**config.mk**
```make
export PLATFORM = sky130hd
export DESIGN_NAME = nftl_ctrl
export DESIGN_NICKNAME = d
export VERILOG_FILES = /design/src/design/nftl_pkg.sv /design/src/design/nftl_ctrl.sv
export SDC_FILE = /design/constraint.sdc
export NUM_CORES = 1
export LEC_CHECK = 0
export ABC_AREA = 1
export BUFFER_PORTS_ARGS = -buffer_cell sky130_fd_sc_hd__buf_2
export CAP_MARGIN = 20
export CORE_AREA = 4 4 41 43
export CTS_BUF_LIST = sky130_fd_sc_hd__clkbuf_4 sky130_fd_sc_hd__clkbuf_8 sky130_fd_sc_hd__clkbuf_16
export DETAILED_ROUTE_END_ITERATION = 8
export DIE_AREA = 0 0 45 47
export PLACE_DENSITY_LB_ADDON = 0.1
export SLEW_MARGIN = 5
export SYNTH_ARGS = -nofsm -noshare
export SYNTH_HDL_FRONTEND = slang
export SYNTH_SLANG_ARGS = --single-unit
export TNS_END_PERCENT = 50
```
**constraint.sdc**
```tcl
create_clock -name clk -period 1.45 [get_ports clk]
set_input_delay 0.145 -clock clk [delete_from_list [all_inputs] [get_ports clk]]
set_output_delay 0.145 -clock clk [all_outputs]
set_load 0.05 [all_outputs]
```
**src/design/nftl_pkg.sv**
```systemverilog
// Shared types and constants of the nearest-frequency tuner table.
// Used by nftl_ctrl, nftl_dp and nearest_frequency_table_lookup; no dependencies.
`default_nettype none

package nftl_pkg;

	// table geometry
	localparam int TABLE_ENTRIES = 256;
	localparam int IDX_W         = $clog2(TABLE_ENTRIES);
	localparam int CNT_W         = IDX_W + 1;
	localparam int OUT_IDX_W     = 8;

	// field widths
	localparam int FREQ_W = 24;
	localparam int PORT_W = 4;
	localparam int STEP_W = 16;
	localparam int BAND_W = 16;
	localparam int OP_W   = 2;
	localparam int STS_W  = 2;

	localparam logic [BAND_W-1:0] BAND_RESET = BAND_W'(1000);

	// opcodes
	localparam logic [OP_W-1:0] OP_CLEAR  = 2'd0;
	localparam logic [OP_W-1:0] OP_APPEND = 2'd1;
	localparam logic [OP_W-1:0] OP_QUERY  = 2'd2;

	// result status codes
	localparam logic [STS_W-1:0] ST_DONE      = 2'd0;
	localparam logic [STS_W-1:0] ST_FULL      = 2'd1;
	localparam logic [STS_W-1:0] ST_MATCH     = 2'd2;
	localparam logic [STS_W-1:0] ST_NOT_FOUND = 2'd3;

	// one stored table entry
	typedef struct packed {
		logic [FREQ_W-1:0] freq;
		logic [PORT_W-1:0] ant;
		logic [PORT_W-1:0] xfer;
		logic [PORT_W-1:0] shape;
		logic [STEP_W-1:0] inductor;
		logic [STEP_W-1:0] capacitor;
	} entry_t;

	// one result item
	typedef struct packed {
		logic [STS_W-1:0]     status;
		logic [OUT_IDX_W-1:0] index;
		entry_t               entry;
	} res_t;

	// controller to datapath
	typedef struct packed {
		logic latch_in;
		logic exec;
		logic scan_start;
		logic scan_run;
		logic load_res;
		logic load_out;
	} dp_cmd_t;

	// datapath to controller
	typedef struct packed {
		logic scan_hit;
		logic scan_end;
	} dp_sts_t;

endpackage

`default_nettype wire

```
**src/design/nftl_ctrl.sv**
```systemverilog
// Controller of the tuner table: sequences clear, append and query items.
// Depends on nftl_pkg for the command and status structs and opcodes.
`default_nettype none

module nftl_ctrl (
	input  wire                         clk,
	input  wire                         arst_n,
	input  wire                         s_tvalid,
	output logic                        s_tready,
	input  wire  [nftl_pkg::OP_W-1:0]   opcode,
	output logic                        m_tvalid,
	input  wire                         m_tready,
	input  wire  nftl_pkg::dp_sts_t     sts,
	output nftl_pkg::dp_cmd_t           cmd
);
	import nftl_pkg::*;

	typedef enum logic [1:0] {
		S_IDLE,
		S_EXEC,
		S_SCAN,
		S_OUT
	} state_t;

	state_t state_q;
	logic   accept;
	logic   out_free;

	assign s_tready = (state_q == S_IDLE);
	assign accept   = s_tvalid && s_tready;
	assign out_free = !m_tvalid || m_tready;

	// decode commands from the state
	always_comb begin
		cmd            = '0;
		cmd.latch_in   = accept;
		cmd.scan_start = accept && (opcode == OP_QUERY);
		cmd.exec       = (state_q == S_EXEC);
		cmd.scan_run   = (state_q == S_SCAN);
		cmd.load_res   = (state_q == S_EXEC) ||
		                 ((state_q == S_SCAN) && (sts.scan_hit || sts.scan_end));
		cmd.load_out   = (state_q == S_OUT) && out_free;
	end

	// hold state and the output valid flag
	always_ff @(posedge clk or negedge arst_n) begin
		if (!arst_n) begin
			state_q  <= S_IDLE;
			m_tvalid <= 1'b0;
		end else begin
			if (cmd.load_out) begin
				m_tvalid <= 1'b1;
			end else if (m_tready) begin
				m_tvalid <= 1'b0;
			end
			case (state_q)
				S_IDLE: begin
					if (accept) begin
						state_q <= (opcode == OP_QUERY) ? S_SCAN : S_EXEC;
					end
				end
				S_EXEC: begin
					state_q <= S_OUT;
				end
				S_SCAN: begin
					if (sts.scan_hit || sts.scan_end) begin
						state_q <= S_OUT;
					end
				end
				S_OUT: begin
					if (out_free) begin
						state_q <= S_IDLE;
					end
				end
				default: begin
					state_q <= S_IDLE;
				end
			endcase
		end
	end

endmodule

`default_nettype wire

```
# After elaboration in Yosys (flattened, before gate mapping)

Index checks and enable logic that the tools add are counted.

Bits in registers: 3
Input bits: 8
Output and inout port bits: 8
Logic and storage cells: 27

Eq/ne operators: 7
Multiplexer cells: 7
Reductions and logical operators: 11

Operator list:

| kind                                                 | count |
|---|---|
| two-way mux 2 bit                                    | 4 |
| case mux 2 bit (4 select lines)                      | 1 |
| equality test 2 bit (second input constant)          | 3 |
| logical AND 1 bit                                    | 4 |
| != test 2 x 1 -> 1 bit (second input constant)       | 2 |
| logical OR 1 bit                                     | 3 |
| AND reduction 3 bit                                  | 1 |
| equality test 2 x 1 -> 1 bit (second input constant) | 1 |
| zero test 2 bit                                      | 1 |
| two-way mux 1 bit                                    | 2 |
| != test 2 bit (second input constant)                | 1 |
| nonzero test 2 bit                                   | 1 |
| zero test 1 bit                                      | 1 |

# Logic depth before layout (Yosys ltp)

Gate-level depths: netlist (run 1).

Depth in word-level cells: 4
Gate-level depth with buffers: 8
Mapped depth without buffers: 8

# Worst setup path before layout (run 1)

Ideal clock, no wire load.

Path type: register to output
From: register state_q[0]
To: output port cmd[3] (netlist name)
Arrival time: 1.825 ns
Data required time: 1.305 ns
Slack: -0.520 ns
Cell stages (with the launch flop): 5
Buffers on the path: 0
Cell sequence: dfrtp_1 > inv_1 > ha_1 > nand2_1 > nor2_1

RTL lines:

| what                   | line            | RTL |
|---|---|---|
| from (decl)            | nftl_ctrl.sv:25 | `state_t state_q;` |
| from (signal assigned) | nftl_ctrl.sv:59 | `state_q <= (opcode == OP_QUERY) ? S_SCAN : S_EXEC;` |
| to (decl)              | nftl_ctrl.sv:14 | `output nftl_pkg::dp_cmd_t cmd` |

==> impl.org, run 1 <==
** Power
- The internal portion of the total power is 0.000643 W.
- P_leak :: 0.290 nW
- Max rail drop VDD :: 0.737 mV
- The analysis attributes to net switching a power of 0.000757 W.
- Power spread over the standard cell area amounts to 2600 mW/mm^2.
- Reg power frac :: 13.6%
- Overall power consumption :: 0.00140 W
- The clock network is responsible for 11.8% of the overall power.
- Of the total power, the share spent switching nets is 54.1%.
- Logic gate share of total power :: 74.6%

** Status
- The flow ran to the end, and the final reports show no timing, DRC or antenna violations.

** Cells and area
- Diode count :: 0
- Final cell utilization of the core :: 41.3%
- Area growth, synth to finish :: 81.4%
- Most common library cell in the layout ignoring fill and taps :: sky130_fd_sc_hd__nand2_1
- Summing all non-filler instances in the final layout gives an area of 538 sq um.
- At the end of the flow, the number of nets in the layout was 77.
- Of the cells placed in the final design, the portion with a size suffix greater than 1 is 64.1%.
- Number of fill cells :: 160
- Commonest non-fill, non-tap cells in the layout :: sky130_fd_sc_hd__nand2_1 (12), sky130_fd_sc_hd__buf_2 (11), sky130_fd_sc_hd__inv_1 (5)

** Floorplan
- After floorplanning, the core was divided into 13 placement rows.
- The floorplan step set the die width to 45 um.
- Die Area :: 0.00212 sq mm
- From bottom edge to top edge, the die measures 47 um.
- Io pins :: 16
- Starting density of the core :: 22.8%
- The region available for standard cell placement spans 0.00130 sq mm.

** Drt
- Dividing the detail-routed wire length by the instance count gives 9.29 um.
- Summed over all layers, the routed wires come to 734 um.
- Via count :: 323
- For this run, the detailed router's first-pass iteration total came to 4.
- Vias per cell :: 4.09
- In the routed design, unresolved DRC markers number 0.
- Number of nets with antenna violations after detailed routing :: 0
- Initial drt markers :: 7

** Synthesis
- Dominant combinational cell family by area after synthesis :: simple AND/OR/NAND/NOR gates
- In this run, distinct cell masters in the synthesized netlist total 14.
- The share of the Yosys chip area taken by registers is 25.3%.
- Counting every instance in the synthesized netlist gives 41.
- Summing the areas of all compound-gate instances in the mapped netlist gives 5.91% of the synthesized area.
- During synthesis, Yosys emitted a total of 0 warnings.
- After synthesis the netlist holds a flip-flop and latch count of 3.
- In the synthesized netlist, mux cells make up 0% of the area.
- Xor/xnor share of the synthesized area :: 0%
- Fraction of the mapped netlist area in adder cells :: 16.9%
- The synthesized netlist devotes 38.0% of its cell area to simple gates.
- Net count of the mapped netlist :: 53
- The mapped netlist covers 297 sq um.
- Mean post-synth cell area :: 7.23 sq um

** Timing
- Hold is met by 0.221 ns.
- The final hold violation count came to 0.
- The routed design could run at a clock period as short as 1.41 ns.
- Setup ws final :: 0.0405 ns
- Max-slew headroom :: 83.3%
- Of the available clock period, the critical path in the final layout requires 97.2%.
- Least-Margin Pin Slew :: 0.252 ns
- Setup violations remaining at the end of the flow were counted as 0.
- Based on the critical path, the design can be clocked at up to 0.709 GHz.
- The number of max-slew violations in the final report came to 0.
- Clock skew on the completed layout was measured at 0.00204 ns.

** Worst setup path
- At the worst endpoint, the required time is 1.31 ns.
- Of all nets on the critical path, the largest fanout is 4.
- Worst Reg-to-Reg Cells :: 7
- Crit. End Element :: primary output
- Critical Setup Path Class :: flop to primary output
- The worst setup path is launched from a flop.
- Worst Path Arrival :: 1.26 ns

** Clocking
- CTS built an H-tree with a depth of 1.
- TritonCTS built the clock tree.
- Clock transition at the registers of the reported paths :: 0.03 ns
- CTS placed an instance of sky130_fd_sc_hd__clkbuf_4 at the clock tree root.
- Counting along the longest clock path gives a buffer depth of 2.
- Total CTS buffers :: 3
- The later pin in the worst-skew pair is clocked with a latency of 0.23 ns.
- Counting every sink on the clock net gives 3.

** Placement
- Worst setup slack before clock tree synthesis :: 0.131 ns
- Gpl congestion :: 0.631
- Placed Area :: 405 sq um
- Placed wire-length estimate :: 574 um
- Number of buffers inserted by port buffering :: 15

** Global routing
- Tot GR Track Use :: 7.98%
- Pin count of the biggest net entering global routing :: 6
- Antenna violations before repair :: 0
- Gr ovfl total :: 0
- For met3 alone, demand over resource in global routing was 1.53%.
- Vias in the first global route :: 316
- Wire length of the first global-routing pass :: 1.17 mm
- GR Layer Usage met2 :: 11.6%
- Global routing consumed, on the met1 layer, 8.64% of the routing resources.
- The layer flagged by global routing as most heavily used is met2.

** Run
- Reported max-cap violation count :: 0

** Hold path
- Hold crit path type :: primary input to flop
- The worst hold path passes through 4 cells.
-- path summary, 6_finish.rpt --
kind / from / slack, ns / endpoint
max: state_q[0] / 0.04 / cmd[1]
min: m_tready / 0.22 / m_tvalid
max reg2reg: state_q[0] / 0.15 / state_q[0]
min reg2reg: state_q[1] / 0.57 / state_q[1]
max in group asynchronous: arst_n / 1.10 / state_q[1]
min in group asynchronous: arst_n / 0.24 / state_q[1]
-- metal layers --
layer / wire length [um] / part of all wire (%)
met5: 0 / 0
met4: 25 / 3.4
met3: 46 / 6.3
met2: 371 / 51
met1: 291 / 40
-- state kept, by name, indices dropped and copies added, names as in the netlist --
signal    count
state_q       2
m_tvalid      1
-- area by class of cell --
cell class / instances / area [sq um] / share of cell area (%)
multi-input combinational: 28 / 239 / 44.4
tap: 15 / 18.8 / 3.49
clock buffer: 4 / 30.0 / 5.58
inverter: 9 / 33.8 / 6.28
sequential: 3 / 76.3 / 14.2
timing repair buffer: 20 / 140 / 26.0
-- logic make-up (layout without fill, tap and decap cells) --
kind of cell,count (synthesis),count (layout)
buffers and inverters,10,33
AOI/OAI and AO/OA,3,3
DFF,3,3
adders and majority gates,4,4
and+or+nand+nor,21,21
-- Yosys cell counts --
| master | count | area share [%] |
|---|---|---|
| sky130_fd_sc_hd__nand3_1 | 3 | 5.1 |
| sky130_fd_sc_hd__nor2_1 | 1 | 1.3 |
| sky130_fd_sc_hd__buf_4 | 1 | 2.5 |
| sky130_fd_sc_hd__nor2_4 | 1 | 3.8 |
| sky130_fd_sc_hd__o21bai_1 | 1 | 2.5 |
| sky130_fd_sc_hd__inv_1 | 8 | 10 |
| sky130_fd_sc_hd__nand3_2 | 1 | 3.4 |
| sky130_fd_sc_hd__dfrtp_1 | 3 | 25 |
| sky130_fd_sc_hd__a21oi_1 | 2 | 3.4 |
| sky130_fd_sc_hd__nor2_2 | 1 | 2.1 |
| sky130_fd_sc_hd__nand2_1 | 13 | 16 |
| sky130_fd_sc_hd__inv_2 | 1 | 1.3 |
| sky130_fd_sc_hd__ha_1 | 4 | 17 |
| sky130_fd_sc_hd__nand3_4 | 1 | 5.9 |
-- power by group through the flow --
stage               sequential, W  clock [W]  combinational, W
finish                   0.000191   0.000166           0.00104
detailed placement       0.000177          0          0.000842
floorplan                0.000207          0          0.000680
global placement         0.000175          0          0.000848
CTS                      0.000183   0.000175          0.000936
global route             0.000198   0.000183           0.00114
-- through the flow --
step                      setup TNS [ns]  cells
after global routing            -0.00543     79
after floorplan                   -0.134     41
after CTS                        -0.0229     75
after detailed placement               0     70
after global placement                 0     70
final                                  0     79
-- timing repair --
action / 4_1_cts / 5_1_grt
gates resized for setup: 9 / 10
setup endpoints to repair: 4 / 4
pin swaps: 0 / 4
hold endpoints to repair: 3 / 0
setup buffers: 0 / 4
hold buffers: 1 / 0
-- critical path, cell delays in order, from the launching register on --
cell and delay, ns:
sky130_fd_sc_hd__dfrtp_1 0.42, sky130_fd_sc_hd__buf_6 0.14, sky130_fd_sc_hd__ha_2 0.17, sky130_fd_sc_hd__o21bai_4 0.16, sky130_fd_sc_hd__buf_6 0.15
No activity file was read; power rests on OpenSTA's default activity.
==> run 2, diff against run 1 <==
- BUFFER_PORTS_ARGS: -buffer_cell sky130_fd_sc_hd__buf_2 -> -buffer_cell sky130_fd_sc_hd__buf_4
==> run 2 against run 1 <==
  * Flip-flop and latch count stayed put
  * Core utilization up 1.9 points
  * First-iteration DRC count shrank 14%
  * Non-clock buffer count unchanged
  * Clock power barely moved
  * Critical path type unchanged
  * Critical path depth unchanged
  * Worst hold slack gained 0.0023 ns
  * Critical endpoint unchanged
==> impl.org, run 2 (synthesis results as in run 1) <==
** Cells and area
- The library cell used most frequently in the layout, excluding fill and tap cells, is sky130_fd_sc_hd__buf_4.
- The flip-flop count of the largest register after layout is 2 (unchanged).
- Fraction of final layout cells with drive strength greater than 1 :: 60.9% (-3.1 points)
- Layout net count :: 77 (unchanged)
- Area growth, synth to finish :: 89.9%
- The final instance area is 563 sq um (+4.7%).
- Diode count :: 0 (unchanged)
- Register ranked first by flip-flop count :: state_q
- Commonest non-fill, non-tap cells in the layout :: sky130_fd_sc_hd__buf_4 (16), sky130_fd_sc_hd__nand2_1 (12), sky130_fd_sc_hd__inv_1 (6)
- The share of the core filled with cells is 43.3% (+1.9 points).
- Top flop regs :: state_q x2, m_tvalid x1

** Placement
- The last weighted congestion value of the routability-driven placer is 0.709 (+12%).
- The count of buffers inserted at the top-level ports came to 15 (unchanged).
- Placed Area :: 443 sq um (+9.3%)
- Placed wire-length estimate :: 581 um (+1.2%)

** Floorplan
- The y dimension of the die came to 47 um (unchanged).
- The number of standard-cell rows in the floorplan was 13 (unchanged).
- The die area came to 0.00212 sq mm (unchanged).
- Starting density of the core :: 22.8% (unchanged)
- The die outline width is 45 um (unchanged).
- The top-level port count came to 16 (unchanged).
- The placeable core region is 0.00130 sq mm (unchanged).

** Clocking
- Clock tree from TritonCTS :: yes
- The H-tree depth is 1 (unchanged).
- The cell sitting at the root of the clock tree is a sky130_fd_sc_hd__clkbuf_4.
- Buffers from clock root to sink, at most :: 2 (unchanged)
- The later-pin clock latency in the skew report was 0.23 ns (about the same).
- The number of buffers added by the clock tree synthesis step was 3 (unchanged).
- The clock net sink count is 3 (unchanged).
- Clock transition at the registers of the reported paths :: 0.04 ns (about the same)

** Worst setup path
- The maximum fanout along the worst path is 4 (unchanged).
- The worst setup path is captured at a primary output.
- Critical Setup Path Class :: flop to primary output
- Required time of the critical path :: 1.31 ns (about the same)
- Longest individual stage delay on the worst path :: 0.42 ns (about the same)
- STA classifies the critical path startpoint as a flop.
- Critical path, cell by cell :: buf_6 > ha_4 > o21bai_4 > buf_6
- Most frequent CP cell :: sky130_fd_sc_hd__buf_6
- Slowest-stage cell, CP :: sky130_fd_sc_hd__dfrtp_1
- The arrival time of data at the critical path endpoint is 1.25 ns (about the same).

** Timing
- Setup repair after global routing missed its margin :: yes
- The final hold violation count came to 0 (unchanged).
- Final critical path time including I/O delays and setup :: 1.39 ns (-0.0155 ns)
- The maximum clock skew at final layout was 0.000571 ns (-0.00147 ns).
- The fraction of the cycle the final worst path needs was 96.1% (-1.1 points).
- The worst-margin pin slew came to 0.191 ns (-0.0610 ns).
- The number of max-slew violations in the final report was 0 (unchanged).
- Number of endpoints failing setup at the final stage :: 0 (unchanged)
- Maximum frequency from static timing analysis :: 0.717 GHz (+1.1%)
- Max-slew headroom :: 87.2% (+3.9 points)

** Global routing
- The number of global-route vias before repair came to 315 (-0.32%).
- The largest net degree at the start of global routing was 6 (unchanged).
- Antenna violations before repair :: 0 (unchanged)
- Gr ovfl total :: 0 (unchanged)
- Tot GR Track Use :: 7.75% (-0.23 points)
- The global-route wire length before repair was 1.16 mm (-0.60%).

** Drt
- Via count :: 312 (-3.4%)
- The remaining antenna violation count after routing is 0 (unchanged).
- The final routed DRC violation total came to 0 (unchanged).
- Mean routed wirelength per cell :: 9.19 um (-1.1%)
- Vias per cell :: 3.95 (-3.4%)
- Overall routed net length :: 726 um (-1.1%)
- The number of design-rule violations left by the first detailed-router iteration was 6 (-1).
- The detailed-routing iteration count for the pre-antenna-repair pass came to 2 (-2).

** Status
- Run status :: finished clean

** Power
- Pwr/cell area :: 2540 mW/mm^2 (-2.4%)
- The worst vdd rail ir drop came to 0.751 mV (+1.9%).
- The leakage power figure was 0.292 nW (+0.62%).

** Hold path
- Hold crit path type :: primary input to flop

** Run
- Reported max-cap violation count :: 0 (unchanged)
==> run 2: cell counts in the layout (fill, tap and decap cells not counted) <==
Identical to the previous run, type by type.
==> run 2: final cells by class <==
cell class	instances	area, sq um
multi-input combinational	28	240
tap	15	18.8
clock buffer	4	30.0
inverter	9	33.8
fill	151	738
sequential	3	76.3
timing repair buffer	20	164
==> run 2: final timing paths <==
check	start	end	slack (ns)	cells after the start
min in group asynchronous	arst_n	m_tvalid	0.24	2
worst max register to register	state_q[0]	state_q[0]	0.19	8
worst min register to register	state_q[1]	state_q[1]	0.57	2
worst min-delay path	m_tready	m_tvalid	0.22	4
worst max-delay path	state_q[0]	cmd[1]	0.06	4
max in group asynchronous	arst_n	state_q[1]	1.11	2
==> run 2: stage by stage <==
stage | TNS [ns] | hold slack, ns | total power, W | worst slack, ns | instances
after detailed placement | 0 | -0.0661 | 0.00109 | 0.188 | 70
after CTS | -0.00299 | 0.228 | 0.00136 | -0.00299 | 76
final | 0 | 0.224 | 0.00143 | 0.0561 | 79
after floorplan | -0.134 | -0.151 | 0.000888 | -0.134 | 41
after global routing | -0.0142 | 0.245 | 0.00156 | -0.0133 | 79
after global placement | 0 | -0.0628 | 0.00109 | 0.202 | 70
==> run 2: power by group <==
| group | total (W) | leakage [nW] | internal [W] | switching [W] |
|---|---|---|---|---|
| sequential | 0.000191 | 0.0360 | 0.000129 | 0.0000618 |
| clock | 0.000164 | 0.0184 | 0.000122 | 0.0000419 |
| combinational | 0.00108 | 0.237 | 0.000425 | 0.000650 |
| total | 0.00143 | 0.292 | 0.000676 | 0.000754 |
==> run 2: critical path: cells and delay by family (launching register included) <==
family                     cells  cell delay (ns)
AOI/OAI and AO/OA              1             0.16
DFF                            1             0.42
buffers and inverters          2             0.29
adders and majority gates      1             0.15
==> run 2: repair_timing <==
action                                  4_1_cts  5_1_grt
hold endpoints to repair                      3        0
resized for setup                             7        5
pin swaps                                     0        3
hold buffers                                  1        0
endpoints found under the setup margin        3        4
buffers inserted                              1        3
==> run 2: routing by layer <==
layer | up-vias | track usage, % | routed length (um)
met5 | - | 0 | 0
met4 | 0 | 8.77 | 15
met3 | 2 | 0.383 | 47
met2 | 10 | 12.1 | 362
met1 | 131 | 8.88 | 300
li1 | 169 | - | -
